## src/rtl/positional_array_list_unit_macros.svh

```systemverilog
// Assertion macros shared by the list unit RTL.
// Bodies assume a clock named clock and a synchronous reset named reset.
`ifndef POSITIONAL_ARRAY_LIST_UNIT_MACROS_SVH
`define POSITIONAL_ARRAY_LIST_UNIT_MACROS_SVH

// same-cycle implication
`define PAL_ASSERT_NOW(lbl, ante, cons, msg) \
   lbl: assert property (@(posedge clock) disable iff (reset) (ante) |-> (cons)) \
      else $error(msg);

// next-cycle implication
`define PAL_ASSERT_NEXT(lbl, ante, cons, msg) \
   lbl: assert property (@(posedge clock) disable iff (reset) (ante) |=> (cons)) \
      else $error(msg);

`endif

```

## src/rtl/pal_pkg.sv

```systemverilog
// Shared types and codes for the positional array list unit.
// No dependencies; every RTL module and interface imports this package.
package pal_pkg;

   localparam int OP_W   = 3;
   localparam int POS_W  = 7;
   localparam int DATA_W = 32;
   localparam int STAT_W = 2;

   typedef enum logic [OP_W-1:0] {
      OP_GET    = 3'd0,
      OP_LOCATE = 3'd1,
      OP_INSERT = 3'd2,
      OP_DELETE = 3'd3,
      OP_CLEAR  = 3'd4
   } pal_op_type;

   typedef enum logic [STAT_W-1:0] {
      ST_OK        = 2'd0,
      ST_RANGE     = 2'd1,
      ST_FULL      = 2'd2,
      ST_NOT_FOUND = 2'd3
   } pal_status_type;

   // broadcast shift command to the cell row
   typedef struct packed {
      logic ins;
      logic del;
   } pal_cmd_type;

   // control flags of the probe that walks the cell row
   typedef struct packed {
      logic valid;
      logic locate;
      logic hit;
   } pal_probe_type;

endpackage

```

## src/rtl/pal_cell.sv

```systemverilog
// One list cell: holds a single entry, shifts with its neighbors, and
// passes the search/read probe on to the next cell. Depends on pal_pkg.
module pal_cell #(
   parameter int ELEM_WIDTH = 32,
   parameter int PW         = 7,
   parameter int POSITION   = 1
) (
   input  logic                   clock,
   input  logic                   reset,
   input  pal_pkg::pal_cmd_type   cmd,
   input  logic [PW-1:0]          cmd_pos,
   input  logic [ELEM_WIDTH-1:0]  cmd_word,
   input  logic [ELEM_WIDTH-1:0]  lower_word,
   input  logic [ELEM_WIDTH-1:0]  upper_word,
   output logic [ELEM_WIDTH-1:0]  entry_word,
   input  logic [PW-1:0]          list_count,
   input  pal_pkg::pal_probe_type probe_in,
   input  logic [ELEM_WIDTH-1:0]  probe_word_in,
   input  logic [PW-1:0]          probe_target_in,
   input  logic [PW-1:0]          probe_pos_in,
   output pal_pkg::pal_probe_type probe_out,
   output logic [ELEM_WIDTH-1:0]  probe_word_out,
   output logic [PW-1:0]          probe_target_out,
   output logic [PW-1:0]          probe_pos_out
);
   import pal_pkg::*;

   localparam logic [PW-1:0] MY_POS = PW'(POSITION);

   logic [ELEM_WIDTH-1:0] entry_ff, entry_in;
   pal_probe_type         probe_ff, probe_in_nx;
   logic [ELEM_WIDTH-1:0] word_ff, word_in;
   logic [PW-1:0]         target_ff, target_in;
   logic [PW-1:0]         fpos_ff, fpos_in;

   always_comb begin
      entry_in = entry_ff;
      if (cmd.ins) begin
         if (cmd_pos == MY_POS) begin
            entry_in = cmd_word;
         end else if (cmd_pos < MY_POS) begin
            entry_in = lower_word;
         end
      end else if (cmd.del && (cmd_pos <= MY_POS)) begin
         entry_in = upper_word;
      end
   end

   always_comb begin
      probe_in_nx = probe_in;
      word_in     = probe_word_in;
      target_in   = probe_target_in;
      fpos_in     = probe_pos_in;
      if (probe_in.valid && !probe_in.hit) begin
         if (probe_in.locate) begin
            // only cells inside the current length may match
            if ((MY_POS <= list_count) && (entry_ff == probe_word_in)) begin
               probe_in_nx.hit = 1'b1;
               fpos_in         = MY_POS;
            end
         end else if (probe_target_in == MY_POS) begin
            probe_in_nx.hit = 1'b1;
            word_in         = entry_ff;
         end
      end
   end

   always_ff @(posedge clock) begin
      if (reset) begin
         probe_ff <= '0;
      end else begin
         probe_ff <= probe_in_nx;
      end
   end

   always_ff @(posedge clock) begin
      entry_ff  <= entry_in;
      word_ff   <= word_in;
      target_ff <= target_in;
      fpos_ff   <= fpos_in;
   end

   assign entry_word       = entry_ff;
   assign probe_out        = probe_ff;
   assign probe_word_out   = word_ff;
   assign probe_target_out = target_ff;
   assign probe_pos_out    = fpos_ff;

endmodule

```

## config.mk

```make
export PLATFORM = sky130hd
export DESIGN_NAME = pal_cell
export DESIGN_NICKNAME = d
export VERILOG_FILES = /design/src/rtl/positional_array_list_unit_macros.svh /design/src/rtl/pal_pkg.sv /design/src/rtl/pal_cell.sv
export SDC_FILE = /design/constraint.sdc
export NUM_CORES = 1
export LEC_CHECK = 0
export BUFFER_PORTS_ARGS = -buffer_cell sky130_fd_sc_hd__buf_2
export CELL_PAD_IN_SITES_DETAIL_PLACEMENT = 1
export CELL_PAD_IN_SITES_GLOBAL_PLACEMENT = 2
export CORE_MARGIN = 10
export CORE_UTILIZATION = 25
export CTS_CLUSTER_DIAMETER = 30
export DETAILED_ROUTE_END_ITERATION = 16
export HOLD_SLACK_MARGIN = 0.03
export PLACE_DENSITY_LB_ADDON = 0.1
export SYNTH_ARGS = -nofsm -noshare
export SYNTH_HDL_FRONTEND = slang
export SYNTH_SLANG_ARGS = --single-unit
```

## constraint.sdc

```tcl
create_clock -name clock -period 3.9 [get_ports clock]
set_input_delay 0.39 -clock clock [delete_from_list [all_inputs] [get_ports clock]]
set_output_delay 0.39 -clock clock [all_outputs]
set_load 0.02 [all_outputs]
```

==> results of run 1 <==
## metrics by stage
stage,power [µW],cells
after global placement,1200,719
final,1970,735
after floorplan,1060,307
after CTS,2020,735
after detailed placement,1210,719
after global routing,2070,735
## how the worst max path moves through the flow
stage | to | slack, ns | cells past startpoint
4_1_cts | probe_pos_out[4] | 1.99 | 4
5_1_grt | probe_pos_out[4] | 1.86 | 4
3_3_place_gp | entry_word[17] | 1.95 | 6
2_1_floorplan | entry_word[0] | 2.01 | 2
3_5_place_dp | probe_pos_out[4] | 1.90 | 5
6_report | probe_pos_out[4] | 2.02 | 4
## power groups by stage
| stage | Clock [µW] | Sequential (µW) | Combinational, µW |
|---|---|---|---|
| floorplan | 0 | 979 | 82.1 |
| global placement | 0 | 940 | 262 |
| detailed placement | 0 | 940 | 268 |
| CTS | 825 | 922 | 269 |
| global route | 859 | 924 | 291 |
| finish | 788 | 922 | 263 |
## area by class of cell
class                           count  area share (%)
Timing Repair Buffer              247            23.7
Inverter                            7           0.499
Tap cell                          180            4.28
Multi-Input combinational cell    204            29.5
Sequential cell                    81            36.9
Clock buffer                       16            5.16
## flip-flops by register name, summed over array words and instances (netlist names)
name              flops
entry_word           32
probe_word_out       32
probe_pos_out         7
probe_target_out      7
probe_out             3
## cells in the final DEF, fill, tap and decap left out, drive strengths merged, types with 2 or more instances in the layout
cell	instances
a31oi	6
a21oi	32
edfxtp	32
buf	247
mux2	32
nor3	3
xor2	32
nor4	16
nand4	2
mux2i	32
nor2	33
nor2b	2
clkbuf	16
nand3	2
inv	7
dfxtp	49
## routing by layer
| metal | vias to the layer above | global-route usage, % |
|---|---|---|
| li1 | 1609 | - |
| met1 | 1491 | 14.9 |
| met2 | 132 | 25.0 |
| met3 | 16 | 5.92 |
| met4 | 4 | 4.84 |
| met5 | - | 0 |
## cell families after synthesis
group                     count (synthesis)
xor gates and xnor gates                 32
muxes                                    64
buffers and inverters                    22
AOI/OAI and AO/OA                        44
DFF                                      81
and+or+nand+nor                          64
## critical path: stages (launching register included)
cell	delay (ns)
edfxtp_1	0.42
xor2_1	0.20
or4_4	0.57
a2111oi_4	0.39
a31oi_1	0.15
==> metrics.csv, run 1 <==
stage,metric,value,unit
floorplanning,Die ar.,19500,µm²
power,P_int,1500,µW
clock_network,Worst-path clk slew,0.06,ns
clock_network,CTS tree,built,
floorplanning,Initial Util,25.7,%
route,Final ANT Viol Nets,0,
global_routing,gr ovfl total,0,
synth,Synth area leaders,"dfxtp_1 27%, edfxtp_1 27%, mux2_2 10%",
synth,Netlist Area Pre-Place,3580,µm²
sta,Slew @ Worst Pin,0.801,ns
sta,fin worst setup slack,2.02,ns
route,DR iter-0 viols,84,
sta,Setup Total Neg Slack,0,ns
setup_path,CP Launch Type,register,
global_routing,initial antenna violation count,2,
power,Worst VDD drop,0.232,mV
floorplanning,Die Ht,140,µm
cells_and_area,design area,5270,µm²
place,DP Wirelength,11900,µm
clock_network,worst skew pair latency,0.34,ns
synth,Synth top area share,27.4,%
setup_path,kind of critical path,register to register,
place,placed cell areas,4990,µm²
setup_path,Crit Path Max Fanout,7,
sta,relative slew slack,46.1,%
clock_network,PostCTS Resize Cnt,0,
setup_path,Critical Path RT,4.09,ns
power,leak pwr,0.00264,µW
worst_hold_path,worst hold start,probe_target_in[0],
route,Top Metal Used,met5,
synth,Post-Synth Adder-Cell Area,0,%
synth,most common cell in the netlist,dfxtp_1,
clock_network,total CTS buffers,9,
route,met2 wire length,7390,µm
cells_and_area,multi-input logic area,1550,µm²
status,status,completed,
synth,Synth Area in Compound Gates,7.49,%
setup_path,reg2reg end,probe_pos_out[4],
synth,"Top FF cell, synth",dfxtp_1,
synth,post-synthesis mux area share,19.0,%
sta,f_max,532,MHz
job,Max-Cap Viols,0,
route,DRT Pass-1 Iters,4,
clock_network,clk sink count,81,
synth,simple-gate area share of the yosys netlist,8.95,%
global_routing,first-pass GRT wire length,21400,µm
worst_hold_path,hold endpoint,probe_target_out[0],
setup_path,Register-to-Register Path Depth,4,
sta,hold slack,0.165,ns
synth,Synth Register Bits,81,
synth,Mapped Nets,470,
sta,Clock Skews,0.00476,ns
synth,post-synthesis sequential area ratio,54.3,%
cells_and_area,register area,1940,µm²
power,switching portion of total power,23.8,%
synth,largest family of logic cells by synthesized area,multiplexers,
sta,max-slew violations,0,
sta,crit path time final,1.88,ns
synth,Synth area leader,dfxtp_1,
global_routing,number of global-route vias before repair,3630,
synth,commonest cells in the netlist,"49 x dfxtp_1, 33 x nor2_1",
cells_and_area,fin util,37.8,%
setup_path,crit path capture type,register,
setup_path,Critical Path AT,2.07,ns
sta,Final setup viols,0,
power,P_sw,469,µW
power,share of power burned in registers,46.7,%
power,Clock Power Share,39.9,%
floorplanning,core area,13900,µm²
cells_and_area,Layout area overhead,47.2,%
sta,Final Hold Viols,0,
global_routing,Tot GR Track Use,14.2,%
setup_path,Crit. Startpoint,entry_word[9],
synth,warnings from Yosys,0,
route,post-DR vias/cell,4.42,
route,# DRC,0,
floorplanning,FP Rows,43,
floorplanning,Die Span X,140,µm
floorplanning,I/O pin count,244,
place,Placer Congestion,0.762,
route,Wirelength per Cell,19.5,µm
route,met3 wire length,1240,µm
synth,post-synth cell types,28,
synth,Synth Area in XOR/XNOR,7.83,%
cells_and_area,fraction of layout cells with a size suffix above 1,52.8,%
route,DRT met1 WL,5440,µm
setup_path,r2r startpoint,entry_word[9],
worst_hold_path,Hold Crit Depth,1,
route,DR vias,3252,
clock_network,hold buffers post-CTS,0,
place,IO buf count,243,
synth,"Avg Cell Area, Syn",11.7,µm²
cells_and_area,nets@finish,713,
setup_path,"setup slack, reg-to-reg",2.02,ns
synth,Post-synth EDFFs,32,
synth,asr flop ratio synth,0,%
clock_network,Setup Buffers After CTS,0,
clock_network,CTS H-tree lvls,3,
place,DP Worst Slack,1.90,ns
synth,Mapped Cells,307,
cells_and_area,# diodes,0,
sta,fin crit share,48.2,%
clock_network,Root Driver,clkbuf_16,
clock_network,clk buf depth,2,
cells_and_area,# fillers,1641,
route,Post-Route WL,14300,µm
power,part of the power in combinational logic,13.3,%
global_routing,largest net degree at the start of global routing,65,
sta,RSZ-0062 raised after global routing,false,
power,Power per Cell Area,375,nW/µm²
worst_hold_path,Hold WC Path Type,input pin to register,
No activity file was read; power rests on OpenSTA's default activity.
==> run 2: changes to the inputs <==
--- a/config.mk
+++ b/config.mk
@@ -9,7 +9,7 @@
 export CELL_PAD_IN_SITES_DETAIL_PLACEMENT = 1
 export CELL_PAD_IN_SITES_GLOBAL_PLACEMENT = 2
 export CORE_MARGIN = 10
-export CORE_UTILIZATION = 25
+export CORE_UTILIZATION = 21
 export CTS_CLUSTER_DIAMETER = 30
 export DETAILED_ROUTE_END_ITERATION = 16
 export HOLD_SLACK_MARGIN = 0.03
==> constraint.sdc (replaced) <==
create_clock -name clock -period 1.55 [get_ports clock]
set_input_delay 0.155 -clock clock [delete_from_list [all_inputs] [get_ports clock]]
set_output_delay 0.155 -clock clock [all_outputs]
set_load 0.02 [all_outputs]
==> run 2 against run 1 <==
The run now ends with setup timing left; power rose to 2.6 times the previous value; non-clock buffer count rose by 36; combinational power rose to 2.8 times the previous value; final cell count rose by 11%; design area rose by 8.6%; largest cell class unchanged; highest routed layer is now met4.
==> metrics.csv, run 2 (synthesis results as in run 1) <==
stage,metric,value,unit
sta,Final setup viols,7,
cells_and_area,fraction of layout cells with a size suffix above 1,55.0,%
power,Worst VDD drop,0.501,mV
sta,Clock Skews,0.00593,ns
clock_network,clk sink count,81,
cells_and_area,multi-input logic area,1590,µm²
clock_network,Root Driver,clkbuf_16,
global_routing,gr ovfl total,0,
clock_network,CTS tree,built,
status,failing checks,setup timing,
global_routing,first-pass GRT wire length,22200,µm
power,P_sw,1240,µW
sta,RSZ-0062 raised after global routing,true,
setup_path,Crit Path Max Fanout,7,
sta,Slew @ Worst Pin,0.545,ns
floorplanning,I/O pin count,244,
power,Power per Cell Area,904,nW/µm²
power,P_int,3940,µW
route,Wirelength per Cell,18.8,µm
route,Post-Route WL,15300,µm
setup_path,CP Launch Type,register,
floorplanning,Die Ht,151,µm
route,# DRC,0,
sta,max-slew violations,0,
power,part of the power in combinational logic,14.1,%
route,Final ANT Viol Nets,0,
global_routing,number of global-route vias before repair,3827,
power,total power,5170,µW
floorplanning,Die ar.,22700,µm²
setup_path,crit path capture type,register,
sta,fin worst setup slack,-0.200,ns
power,share of power burned in registers,44.8,%
clock_network,worst skew pair latency,0.34,ns
global_routing,largest net degree at the start of global routing,65,
cells_and_area,Layout area overhead,59.9,%
route,DRT Pass-1 Iters,3,
cells_and_area,nets@finish,749,
clock_network,clk buf depth,2,
global_routing,Tot GR Track Use,13.0,%
place,Placed Cells incl. Taps,778,
setup_path,kind of critical path,register to register,
place,DP Wirelength,12800,µm
sta,relative slew slack,63.4,%
floorplanning,core area,16600,µm²
clock_network,CTS H-tree lvls,3,
setup_path,Critical Path RT,1.77,ns
cells_and_area,"non-filler cells, final",813,
status,status,"complete, but fails checks",
place,IO buf count,243,
sta,f_max,571,MHz
cells_and_area,"most common cell after layout, fill and taps aside",buf_2,
global_routing,initial antenna violation count,3,
route,DR iter-0 viols,49,
worst_hold_path,Hold WC Path Type,input pin to register,
power,Clock Power Share,41.1,%
cells_and_area,# fillers,1944,
setup_path,Critical Path AT,1.97,ns
sta,fin crit share,113,%
clock_network,total CTS buffers,9,
cells_and_area,most frequent cells in the layout,"243 x buf_2, 49 x dfxtp_1, 33 x nor2_1",
floorplanning,Die Span X,151,µm
cells_and_area,register area,1940,µm²
sta,hold slack,0.0442,ns
job,Max-Cap Viols,0,
sta,crit path time final,1.75,ns
power,switching portion of total power,23.9,%
place,Placer Congestion,0.738,
power,leak pwr,0.00283,µW
sta,Final Hold Viols,0,
route,post-DR vias/cell,4.15,
clock_network,Worst-path clk slew,0.06,ns
route,DR vias,3375,
floorplanning,FP Rows,47,
floorplanning,Initial Util,21.5,%
## run 2: repair_timing
| action | in CTS | in global routing |
|---|---|---|
| endpoints found under the hold margin | 14 | 0 |
| gates cloned | 0 | 0 |
| setup endpoints to repair | 7 | 8 |
| setup buffers | 1 | 3 |
| gates resized for setup | 0 | 6 |
| pin swaps | 1 | 5 |
| hold buffers | 13 | 0 |
## run 2: final cells by class
| class | count | area share [%] |
|---|---|---|
| Antenna cell | 2 | 0.0875 |
| Clock buffer | 13 | 4.38 |
| Clock inverter | 3 | 0.700 |
| Inverter | 7 | 0.459 |
| Multi-Input combinational cell | 204 | 27.9 |
| Sequential cell | 81 | 34.0 |
| Tap cell | 220 | 4.81 |
| Timing Repair Buffer | 283 | 27.7 |
## run 2: power by group through the flow
stage	clock, µW	sequential, µW	combinational [µW]
after detailed placement	0	2370	707
after global routing	2280	2320	810
after global placement	0	2360	696
after CTS	2220	2320	736
final	2130	2320	730
after floorplan	0	2460	207
## run 2: per-stage QoR
stage / TNS (ns) / area, µm² / worst slack (ns) / util [%]
after CTS: -1.52 / 5650 / -0.224 / 34.0
after global routing: -2.03 / 5710 / -0.304 / 34.3
after floorplan: -1.75 / 3580 / -0.252 / -
final: -1.37 / 5720 / -0.200 / 34.4
after detailed placement: -1.79 / 5220 / -0.232 / 31.4
after global placement: -1.37 / 5220 / -0.195 / 31.4
## run 2: critical path: stages, from the launching register on
cell and delay [ns]:
edfxtp_1 0.42, xor2_1 0.18, or4_4 0.54, a2111oi_4 0.21
buf_4 0.20, a31oi_1 0.08
## run 2: per-layer routing
layer	global-route usage [%]	wire (µm)	vias to the layer above
li1	-	-	1680
met1	13.4	5670	1551
met2	22.6	7700	131
met3	6.36	1730	13
met4	4.52	193	0
met5	0	0	-
## run 2: worst paths after layout
kind,startpoint,endpoint,slack (ns),depth (start not counted)
hold / removal,probe_pos_in[1],probe_pos_out[1],0.04,3
setup / recovery,entry_word[24],probe_pos_out[3],-0.20,5
hold reg to reg,entry_word[29],probe_word_out[29],0.55,1
setup reg to reg,entry_word[24],probe_pos_out[3],-0.20,5
