--- src/rtl/positional_array_list_unit_macros.svh ---
// Assertion macros shared by the list unit RTL.
// Bodies assume a clock named clock and a synchronous reset named reset.
`ifndef POSITIONAL_ARRAY_LIST_UNIT_MACROS_SVH
`define POSITIONAL_ARRAY_LIST_UNIT_MACROS_SVH

// same-cycle implication
`define PAL_ASSERT_NOW(lbl, ante, cons, msg) \
   lbl: assert property (@(posedge clock) disable iff (reset) (ante) |-> (cons)) \
      else $error(msg);

// next-cycle implication
`define PAL_ASSERT_NEXT(lbl, ante, cons, msg) \
   lbl: assert property (@(posedge clock) disable iff (reset) (ante) |=> (cons)) \
      else $error(msg);

`endif

--- src/rtl/pal_pkg.sv ---
// Shared types and codes for the positional array list unit.
// No dependencies; every RTL module and interface imports this package.
package pal_pkg;

   localparam int OP_W   = 3;
   localparam int POS_W  = 7;
   localparam int DATA_W = 32;
   localparam int STAT_W = 2;

   typedef enum logic [OP_W-1:0] {
      OP_GET    = 3'd0,
      OP_LOCATE = 3'd1,
      OP_INSERT = 3'd2,
      OP_DELETE = 3'd3,
      OP_CLEAR  = 3'd4
   } pal_op_type;

   typedef enum logic [STAT_W-1:0] {
      ST_OK        = 2'd0,
      ST_RANGE     = 2'd1,
      ST_FULL      = 2'd2,
      ST_NOT_FOUND = 2'd3
   } pal_status_type;

   // broadcast shift command to the cell row
   typedef struct packed {
      logic ins;
      logic del;
   } pal_cmd_type;

   // control flags of the probe that walks the cell row
   typedef struct packed {
      logic valid;
      logic locate;
      logic hit;
   } pal_probe_type;

endpackage

--- src/rtl/pal_ifs.sv ---
// Valid/ready channel interfaces for request and response beats.
// Depends on pal_pkg for the payload widths.
interface pal_req_if;
   import pal_pkg::*;
   logic              valid;
   logic              ready;
   logic [OP_W-1:0]   operation;
   logic [POS_W-1:0]  position;
   logic [DATA_W-1:0] value;
   modport source (output valid, operation, position, value, input ready);
   modport sink   (input valid, operation, position, value, output ready);
endinterface

interface pal_rsp_if;
   import pal_pkg::*;
   logic              valid;
   logic              ready;
   logic [STAT_W-1:0] status;
   logic [DATA_W-1:0] read_value;
   logic [POS_W-1:0]  found_position;
   logic [POS_W-1:0]  list_length;
   logic              is_empty;
   modport source (output valid, status, read_value, found_position, list_length, is_empty,
                   input ready);
   modport sink   (input valid, status, read_value, found_position, list_length, is_empty,
                   output ready);
endinterface

--- src/rtl/pal_ctrl.sv ---
// Sequencer of the list unit: decodes request beats, keeps the length,
// drives shift commands and probes into the cell row, holds the response.
// Depends on pal_pkg, pal_ifs and the assertion macro header.
`include "positional_array_list_unit_macros.svh"

module pal_ctrl #(
   parameter int CAPACITY   = 64,
   parameter int ELEM_WIDTH = 32,
   parameter int PW         = 7
) (
   input  logic                   clock,
   input  logic                   reset,
   pal_req_if.sink                req_chan,
   pal_rsp_if.source              rsp_chan,
   output pal_pkg::pal_cmd_type   cmd,
   output logic [PW-1:0]          cmd_pos,
   output logic [ELEM_WIDTH-1:0]  cmd_word,
   output logic [PW-1:0]          list_count,
   output pal_pkg::pal_probe_type launch,
   output logic [ELEM_WIDTH-1:0]  launch_word,
   output logic [PW-1:0]          launch_target,
   input  pal_pkg::pal_probe_type probe_ret,
   input  logic [ELEM_WIDTH-1:0]  probe_ret_word,
   input  logic [PW-1:0]          probe_ret_pos
);
   import pal_pkg::*;

   localparam int CW = $clog2(CAPACITY + 1);

   typedef enum logic [1:0] {
      S_IDLE = 2'b01,
      S_SCAN = 2'b10
   } pal_state_type;

   pal_state_type  state_ff, state_in;
   logic [CW-1:0]  count_ff, count_in;
   logic           del_ff, del_in;
   logic [PW-1:0]  pos_ff, pos_in;

   logic              rsp_valid_ff, rsp_valid_in;
   pal_status_type    status_ff, status_in;
   logic [DATA_W-1:0] rdval_ff, rdval_in;
   logic [POS_W-1:0]  fpos_ff, fpos_in;
   logic [POS_W-1:0]  len_ff, len_in;
   logic              empty_ff, empty_in;

   logic [ELEM_WIDTH-1:0] elem_value;
   logic [DATA_W-1:0]     ret_value;
   logic [PW-1:0]         pos_w, cnt_w;
   logic                  accept, range_rd, range_ins, full;
   logic                  resp_now;
   pal_status_type        resp_status;

   generate
      if (ELEM_WIDTH <= DATA_W) begin : g_val_narrow
         assign elem_value = req_chan.value[ELEM_WIDTH-1:0];
      end else begin : g_val_wide
         assign elem_value = {{(ELEM_WIDTH-DATA_W){1'b0}}, req_chan.value};
      end
      if (ELEM_WIDTH < DATA_W) begin : g_ret_narrow
         assign ret_value = {{(DATA_W-ELEM_WIDTH){1'b0}}, probe_ret_word};
      end else begin : g_ret_wide
         assign ret_value = probe_ret_word[DATA_W-1:0];
      end
   endgenerate

   assign pos_w     = PW'(req_chan.position);
   assign cnt_w     = PW'(count_ff);
   assign range_rd  = (pos_w != '0) && (pos_w <= cnt_w);
   assign range_ins = (pos_w != '0) && ((pos_w - PW'(1)) <= cnt_w);
   assign full      = (cnt_w == PW'(CAPACITY));

   assign req_chan.ready = (state_ff == S_IDLE) && (!rsp_valid_ff || rsp_chan.ready);
   assign accept         = req_chan.valid && req_chan.ready;

   always_comb begin
      state_in      = state_ff;
      count_in      = count_ff;
      del_in        = del_ff;
      pos_in        = pos_ff;
      rsp_valid_in  = rsp_valid_ff && !rsp_chan.ready;
      status_in     = status_ff;
      rdval_in      = rdval_ff;
      fpos_in       = fpos_ff;
      len_in        = len_ff;
      empty_in      = empty_ff;
      cmd           = '0;
      cmd_pos       = pos_w;
      cmd_word      = elem_value;
      launch        = '0;
      launch_word   = elem_value;
      launch_target = pos_w;
      resp_now      = 1'b0;
      resp_status   = ST_OK;

      if (accept) begin
         case (req_chan.operation)
            OP_GET: begin
               if (range_rd) begin
                  launch.valid = 1'b1;
                  del_in       = 1'b0;
                  state_in     = S_SCAN;
               end else begin
                  resp_now    = 1'b1;
                  resp_status = ST_RANGE;
               end
            end
            OP_LOCATE: begin
               launch.valid  = 1'b1;
               launch.locate = 1'b1;
               del_in        = 1'b0;
               state_in      = S_SCAN;
            end
            OP_INSERT: begin
               resp_now = 1'b1;
               if (!range_ins) begin
                  resp_status = ST_RANGE;
               end else if (full) begin
                  resp_status = ST_FULL;
               end else begin
                  cmd.ins  = 1'b1;
                  count_in = count_ff + CW'(1);
               end
            end
            OP_DELETE: begin
               if (range_rd) begin
                  // read the victim first, shift down when the probe returns
                  launch.valid = 1'b1;
                  del_in       = 1'b1;
                  pos_in       = pos_w;
                  state_in     = S_SCAN;
               end else begin
                  resp_now    = 1'b1;
                  resp_status = ST_RANGE;
               end
            end
            OP_CLEAR: begin
               resp_now = 1'b1;
               count_in = '0;
            end
            default: begin
               resp_now = 1'b1;
            end
         endcase
      end

      if (resp_now) begin
         rsp_valid_in = 1'b1;
         status_in    = resp_status;
         rdval_in     = '0;
         fpos_in      = '0;
      end

      if ((state_ff == S_SCAN) && probe_ret.valid) begin
         state_in     = S_IDLE;
         rsp_valid_in = 1'b1;
         status_in    = ST_OK;
         rdval_in     = '0;
         fpos_in      = '0;
         if (del_ff) begin
            cmd.del  = 1'b1;
            cmd_pos  = pos_ff;
            count_in = count_ff - CW'(1);
            rdval_in = ret_value;
         end else if (probe_ret.locate) begin
            if (probe_ret.hit) begin
               fpos_in = POS_W'(probe_ret_pos);
            end else begin
               status_in = ST_NOT_FOUND;
            end
         end else begin
            rdval_in = ret_value;
         end
      end

      if (resp_now || ((state_ff == S_SCAN) && probe_ret.valid)) begin
         len_in   = POS_W'(count_in);
         empty_in = (count_in == '0);
      end
   end

   always_ff @(posedge clock) begin
      if (reset) begin
         state_ff     <= S_IDLE;
         count_ff     <= '0;
         rsp_valid_ff <= 1'b0;
      end else begin
         state_ff     <= state_in;
         count_ff     <= count_in;
         rsp_valid_ff <= rsp_valid_in;
      end
   end

   always_ff @(posedge clock) begin
      del_ff    <= del_in;
      pos_ff    <= pos_in;
      status_ff <= status_in;
      rdval_ff  <= rdval_in;
      fpos_ff   <= fpos_in;
      len_ff    <= len_in;
      empty_ff  <= empty_in;
   end

   assign list_count              = cnt_w;
   assign rsp_chan.valid          = rsp_valid_ff;
   assign rsp_chan.status         = status_ff;
   assign rsp_chan.read_value     = rdval_ff;
   assign rsp_chan.found_position = fpos_ff;
   assign rsp_chan.list_length    = len_ff;
   assign rsp_chan.is_empty       = empty_ff;

   `PAL_ASSERT_NOW(a_count_bound, 1'b1, count_ff <= CW'(CAPACITY), "length above capacity")
   `PAL_ASSERT_NOW(a_ret_in_scan, probe_ret.valid, state_ff == S_SCAN, "probe returned while idle")
   `PAL_ASSERT_NEXT(a_launch_scan, launch.valid, state_ff == S_SCAN, "probe launched without scan")
   `PAL_ASSERT_NOW(a_hold_in_scan, state_ff == S_SCAN, !req_chan.ready, "request taken during scan")

endmodule

--- src/flat_wrapper.sv ---
// flat-port wrapper written by rule: the top's interface ports become plain ports
module pal_ctrl_flat import pal_pkg::*;
#(
   parameter int CAPACITY   = 64,
   parameter int ELEM_WIDTH = 32,
   parameter int PW         = 7
)
  (clock, reset, cmd, cmd_pos, cmd_word, list_count, launch, launch_word, launch_target, probe_ret, probe_ret_word, probe_ret_pos, req_chan_valid, req_chan_operation, req_chan_position, req_chan_value, req_chan_ready, rsp_chan_valid, rsp_chan_status, rsp_chan_read_value, rsp_chan_found_position, rsp_chan_list_length, rsp_chan_is_empty, rsp_chan_ready);
  pal_req_if req_chan_i ();
  pal_rsp_if rsp_chan_i ();
  input  logic clock;
  input  logic reset;
  output pal_pkg::pal_cmd_type cmd;
  output logic [PW-1:0] cmd_pos;
  output logic [ELEM_WIDTH-1:0] cmd_word;
  output logic [PW-1:0] list_count;
  output pal_pkg::pal_probe_type launch;
  output logic [ELEM_WIDTH-1:0] launch_word;
  output logic [PW-1:0] launch_target;
  input  pal_pkg::pal_probe_type probe_ret;
  input  logic [ELEM_WIDTH-1:0] probe_ret_word;
  input  logic [PW-1:0] probe_ret_pos;
  input wire logic [$bits(req_chan_i.valid)-1:0] req_chan_valid;
  input wire logic [$bits(req_chan_i.operation)-1:0] req_chan_operation;
  input wire logic [$bits(req_chan_i.position)-1:0] req_chan_position;
  input wire logic [$bits(req_chan_i.value)-1:0] req_chan_value;
  output wire logic [$bits(req_chan_i.ready)-1:0] req_chan_ready;
  output wire logic [$bits(rsp_chan_i.valid)-1:0] rsp_chan_valid;
  output wire logic [$bits(rsp_chan_i.status)-1:0] rsp_chan_status;
  output wire logic [$bits(rsp_chan_i.read_value)-1:0] rsp_chan_read_value;
  output wire logic [$bits(rsp_chan_i.found_position)-1:0] rsp_chan_found_position;
  output wire logic [$bits(rsp_chan_i.list_length)-1:0] rsp_chan_list_length;
  output wire logic [$bits(rsp_chan_i.is_empty)-1:0] rsp_chan_is_empty;
  input wire logic [$bits(rsp_chan_i.ready)-1:0] rsp_chan_ready;
  assign req_chan_i.valid = req_chan_valid;
  assign req_chan_i.operation = req_chan_operation;
  assign req_chan_i.position = req_chan_position;
  assign req_chan_i.value = req_chan_value;
  assign req_chan_ready = req_chan_i.ready;
  assign rsp_chan_valid = rsp_chan_i.valid;
  assign rsp_chan_status = rsp_chan_i.status;
  assign rsp_chan_read_value = rsp_chan_i.read_value;
  assign rsp_chan_found_position = rsp_chan_i.found_position;
  assign rsp_chan_list_length = rsp_chan_i.list_length;
  assign rsp_chan_is_empty = rsp_chan_i.is_empty;
  assign rsp_chan_i.ready = rsp_chan_ready;
  pal_ctrl #(.CAPACITY(CAPACITY), .ELEM_WIDTH(ELEM_WIDTH), .PW(PW)) u_core (.clock(clock), .reset(reset), .req_chan(req_chan_i), .rsp_chan(rsp_chan_i), .cmd(cmd), .cmd_pos(cmd_pos), .cmd_word(cmd_word), .list_count(list_count), .launch(launch), .launch_word(launch_word), .launch_target(launch_target), .probe_ret(probe_ret), .probe_ret_word(probe_ret_word), .probe_ret_pos(probe_ret_pos));
endmodule
--- config.mk ---
export PLATFORM = sky130hd
export DESIGN_NAME = pal_ctrl_flat
export DESIGN_NICKNAME = d
export VERILOG_FILES = /design/src/rtl/pal_pkg.sv /design/src/rtl/pal_ifs.sv /design/src/rtl/pal_ctrl.sv /design/src/flat_wrapper.sv
export VERILOG_INCLUDE_DIRS = /design/src /design/src/rtl
export SDC_FILE = /design/constraint.sdc
export NUM_CORES = 1
export LEC_CHECK = 0
export BUFFER_PORTS_ARGS = -buffer_cell sky130_fd_sc_hd__clkbuf_2
export CORE_MARGIN = 10
export CORE_UTILIZATION = 45
export CTS_CLUSTER_SIZE = 12
export DETAILED_ROUTE_END_ITERATION = 10
export PLACE_DENSITY = 0.93
export SYNTH_ARGS = -nofsm -noshare
export SYNTH_HDL_FRONTEND = slang
export SYNTH_SLANG_ARGS = --single-unit
--- constraint.sdc ---
create_clock -name clock -period 3.56 [get_ports clock]
set_input_delay 0.534 -clock clock [delete_from_list [all_inputs] [get_ports clock]]
set_output_delay 0.534 -clock clock [all_outputs]
set_load 0.05 [all_outputs]
==> reports/summary.txt <==
detailed-route wire length per cell - 19.5 um
most common library cell in the layout ignoring fill and taps - clkbuf_2
Post-Place Worst Slack - 0.0276 ns
total length of routed wires - 10,800 um
Net Count, Synth - 480
warnings from Yosys - 0
combinational group share of total power - 0.200
# clock sinks - 67
crit share post-route - 0.952
area leader, netlist - edfxtp_1
Post-Layout Inst Area - 4520 sq um
post-detailed-route via-to-cell ratio - 5.44
fraction of met2 tracks used by global routing - 0.256
Worst EP required - 3.03 ns
overall via count from detail_route - 3,011
critical-path cell with the highest stage delay - nor3b_2
delay contributed by the slowest stage of the critical path - 0.28 ns
ant diodes - 0
placeable core region - 8680 sq um
critical path capture point type - output port
compound-gate portion of the synthesized area - 0.0912
layout cells sized above 1 - 0.383
Starting Density - 0.462
Area Growth Syn to Fin - 12.7%
number of detailed-route iterations in the first pass - 5
achievable clock frequency - 295 MHz
Net count, final - 547
Die Width - 114 um
setup TNS after final layout - 0 ns
unrepaired setup endpoints after global routing - no
maximum clock path buffer count - 2
maximum number of pins on one net before global-route repair - 42
Period minus WS final - 3.39 ns
worst relative slew slack - 0.649
internal power consumption - 1.33 mW
highest-utilization routing layer at the global route stage - met2
Worst VDD drop - 0.000169 V
power dissipated by switching net loads - 0.629 mW
detailed-placement wirelength estimate - 8650 um
fraction of post-synthesis cell area in the top cell type by area - 0.427
Flop pwr share - 0.466
I/O Buffers - 131
post-synthesis async set-or-reset flop share - 0
routability congestion estimate from global placement - 0.899
final setup violation count - 0
proportion of total power due to net switching - 0.321
met3 usage in global routing - 0.0718
number of levels in the clock H-tree - 3
most used cell, CP - clkbuf_2
remaining design rule violation count - 0
cell count after synthesis - 374
portion of total power attributed to the clock network - 0.334
initial antenna violation count - 0
arrival time of data at the critical path endpoint - 2.85 ns
final max-slew violation count - 0
cell area reported after detailed placement - 4300 sq um
synth unique cells - 55
first-pass GRT wire length - 16,400 um
Least-Margin Pin Slew - 0.525 ns
Max Cap Violations - 0
Avg Synthesized Cell Area - 10.7 sq um
maximum fanout along the worst path - 8
DIE AREA - 13,100 sq um
buffer cell driving the clock tree root - clkbuf_8
clock tree from TritonCTS - done
Setup crit start kind - primary input
chip height - 114 um
Mapped Area - 4010 sq um
highest-count cells in the layout ignoring fill and taps - clkbuf_2 (131), edfxtp_1 (57), and2_1 (40), ha_1 (18), inv_1 (15)
Placement Rows - 34
register area share after synthesis - 0.477
synthesized-area fraction occupied by and/or/nand/nor cells - 0.182
GR met1 Demand/Resource - 0.168
main combinational cell family by area after synthesis - simple AND/OR/NAND/NOR gates
static leakage - 1.97 nW
antenna viol nets, final - 0
number of placed I/O pins - 229
Final Hold Fails - 0
Pwr Density - 433 nW/um^2
clock-pin slew on the worst setup and hold paths - 0.08 ns
min setup slack post-route - 0.171 ns
number of enable flip-flop cells after synthesis - 57
TritonCTS Buffers - 9
hold buffer count at CTS - 0
GRT Util Overall - 0.157
adder-cell share of the synthesized area - 0.0587
synth top area cells - edfxtp_1 (43%), buf_4 (13%), and2_1 (6.2%)
cells along the critical path - clkbuf_2, nor3_1, nor3b_2, xor2_1, ha_1, o21a_1, a21oi_1, a21o_2, and2_1, clkbuf_2
proportion of synthesized area in mux cells - 0.0165
leftover overflow at the end of global routing - 0
Synth Flop Type - edfxtp_1
vias in the first global route - 2,961
class of the tightest hold or removal check - primary input to register
worst-skew pair later-pin latency - 0.34 ns
clock skew after layout - 0.00935 ns
register bit count reported by yosys - 67
iteration-0 DRC count of the detailed router - 297
result of the run - finished, final reports clean
Post-Synth XOR/XNOR Area - 0.0131
type of the worst setup path - primary input to output port
metrics by stage:
step	utilization	instances	total power, mW	hold WS, ns
2_1_floorplan	-	374	1.40	0.504
3_3_place_gp	0.495	538	1.31	0.540
3_5_place_dp	0.495	538	1.32	0.555
4_1_cts	0.519	554	1.97	0.416
5_1_grt	0.521	554	2.03	0.430
6_report	0.521	554	1.96	0.434
power by group through the flow:
stage	Clock, mW	Sequential (mW)	Combinational [mW]
after global placement	0	0.928	0.387
after floorplan	0	1.07	0.333
final	0.654	0.912	0.392
after detailed placement	0	0.930	0.392
after global routing	0.694	0.916	0.416
after CTS	0.667	0.912	0.393
synth_stat cells (9+ instances only):
cell type and count:
buf_4 72, inv_1 15, a21oi_1 9, nor3_1 9
nor2b_1 11, nand2_1 11, ha_1 18, clkbuf_1 11
and2_1 40, o21ai_0 11, nand3_1 9, nor2_1 12
dfxtp_1 10, edfxtp_1 57
critical path, delay by kind of cell:
family | cells | cell delay, ns
buffers and inverters | 2 | 0.46
adders and majority gates | 1 | 0.27
xor gates and xnor gates | 1 | 0.19
AOI/OAI and AO/OA | 3 | 0.71
and+or+nand+nor | 3 | 0.70
registers in the layout, summed over array words and instances (netlist names):
| name | cells |
|---|---|
| u_core.rsp_chan.found_position | 7 |
| u_core.rsp_chan.valid | 1 |
| u_core.list_count | 7 |
| u_core.del_ff | 1 |
| u_core.rsp_chan.is_empty | 1 |
| u_core.pos_ff | 7 |
| u_core.state_ff | 2 |
| u_core.rsp_chan.status | 2 |
| u_core.rsp_chan.list_length | 7 |
| u_core.rsp_chan.read_value | 32 |
layout make-up:
class | instances | area (sq um)
Timing Repair Buffer | 140 | 736
Tap cell | 108 | 135
Fill cell | 748 | 4160
Inverter | 15 | 56.3
Clock inverter | 7 | 82.6
Sequential cell | 67 | 1910
Clock buffer | 9 | 124
Multi-Input combinational cell | 208 | 1470
path summary, 6_finish.rpt:
check | from | depth (start not counted) | endpoint | slack [ns]
min reg2reg | u_core.state_ff[0] | 2 | u_core.state_ff[0] | 0.58
min | req_chan_position[0] | 1 | u_core.pos_ff[0] | 0.43
max reg2reg | u_core.list_count[3] | 9 | u_core.rsp_chan.valid | 0.68
max | req_chan_position[2] | 10 | cmd[1] | 0.17
routing by layer:
| metal | vias up | part of all wire |
|---|---|---|
| li1 | 1405 | - |
| met1 | 1372 | 0.37 |
| met2 | 182 | 0.47 |
| met5 | - | 0 |
| met3 | 52 | 0.13 |
| met4 | 0 | 0.033 |
cell families after synthesis:
logic type,count (synthesis)
adders and majority gates,19
buffers and inverters,99
AOI/OAI and AO/OA,52
xor gates and xnor gates,6
DFF,67
other,1
and+or+nand+nor,124
muxes,6
repair_timing:
| action | in CTS | in global routing |
|---|---|---|
| resized for setup | 0 | 3 |
| buffers inserted | 0 | 0 |
| endpoints found under the setup margin | 0 | 1 |
No activity file was read; power rests on OpenSTA's default activity.
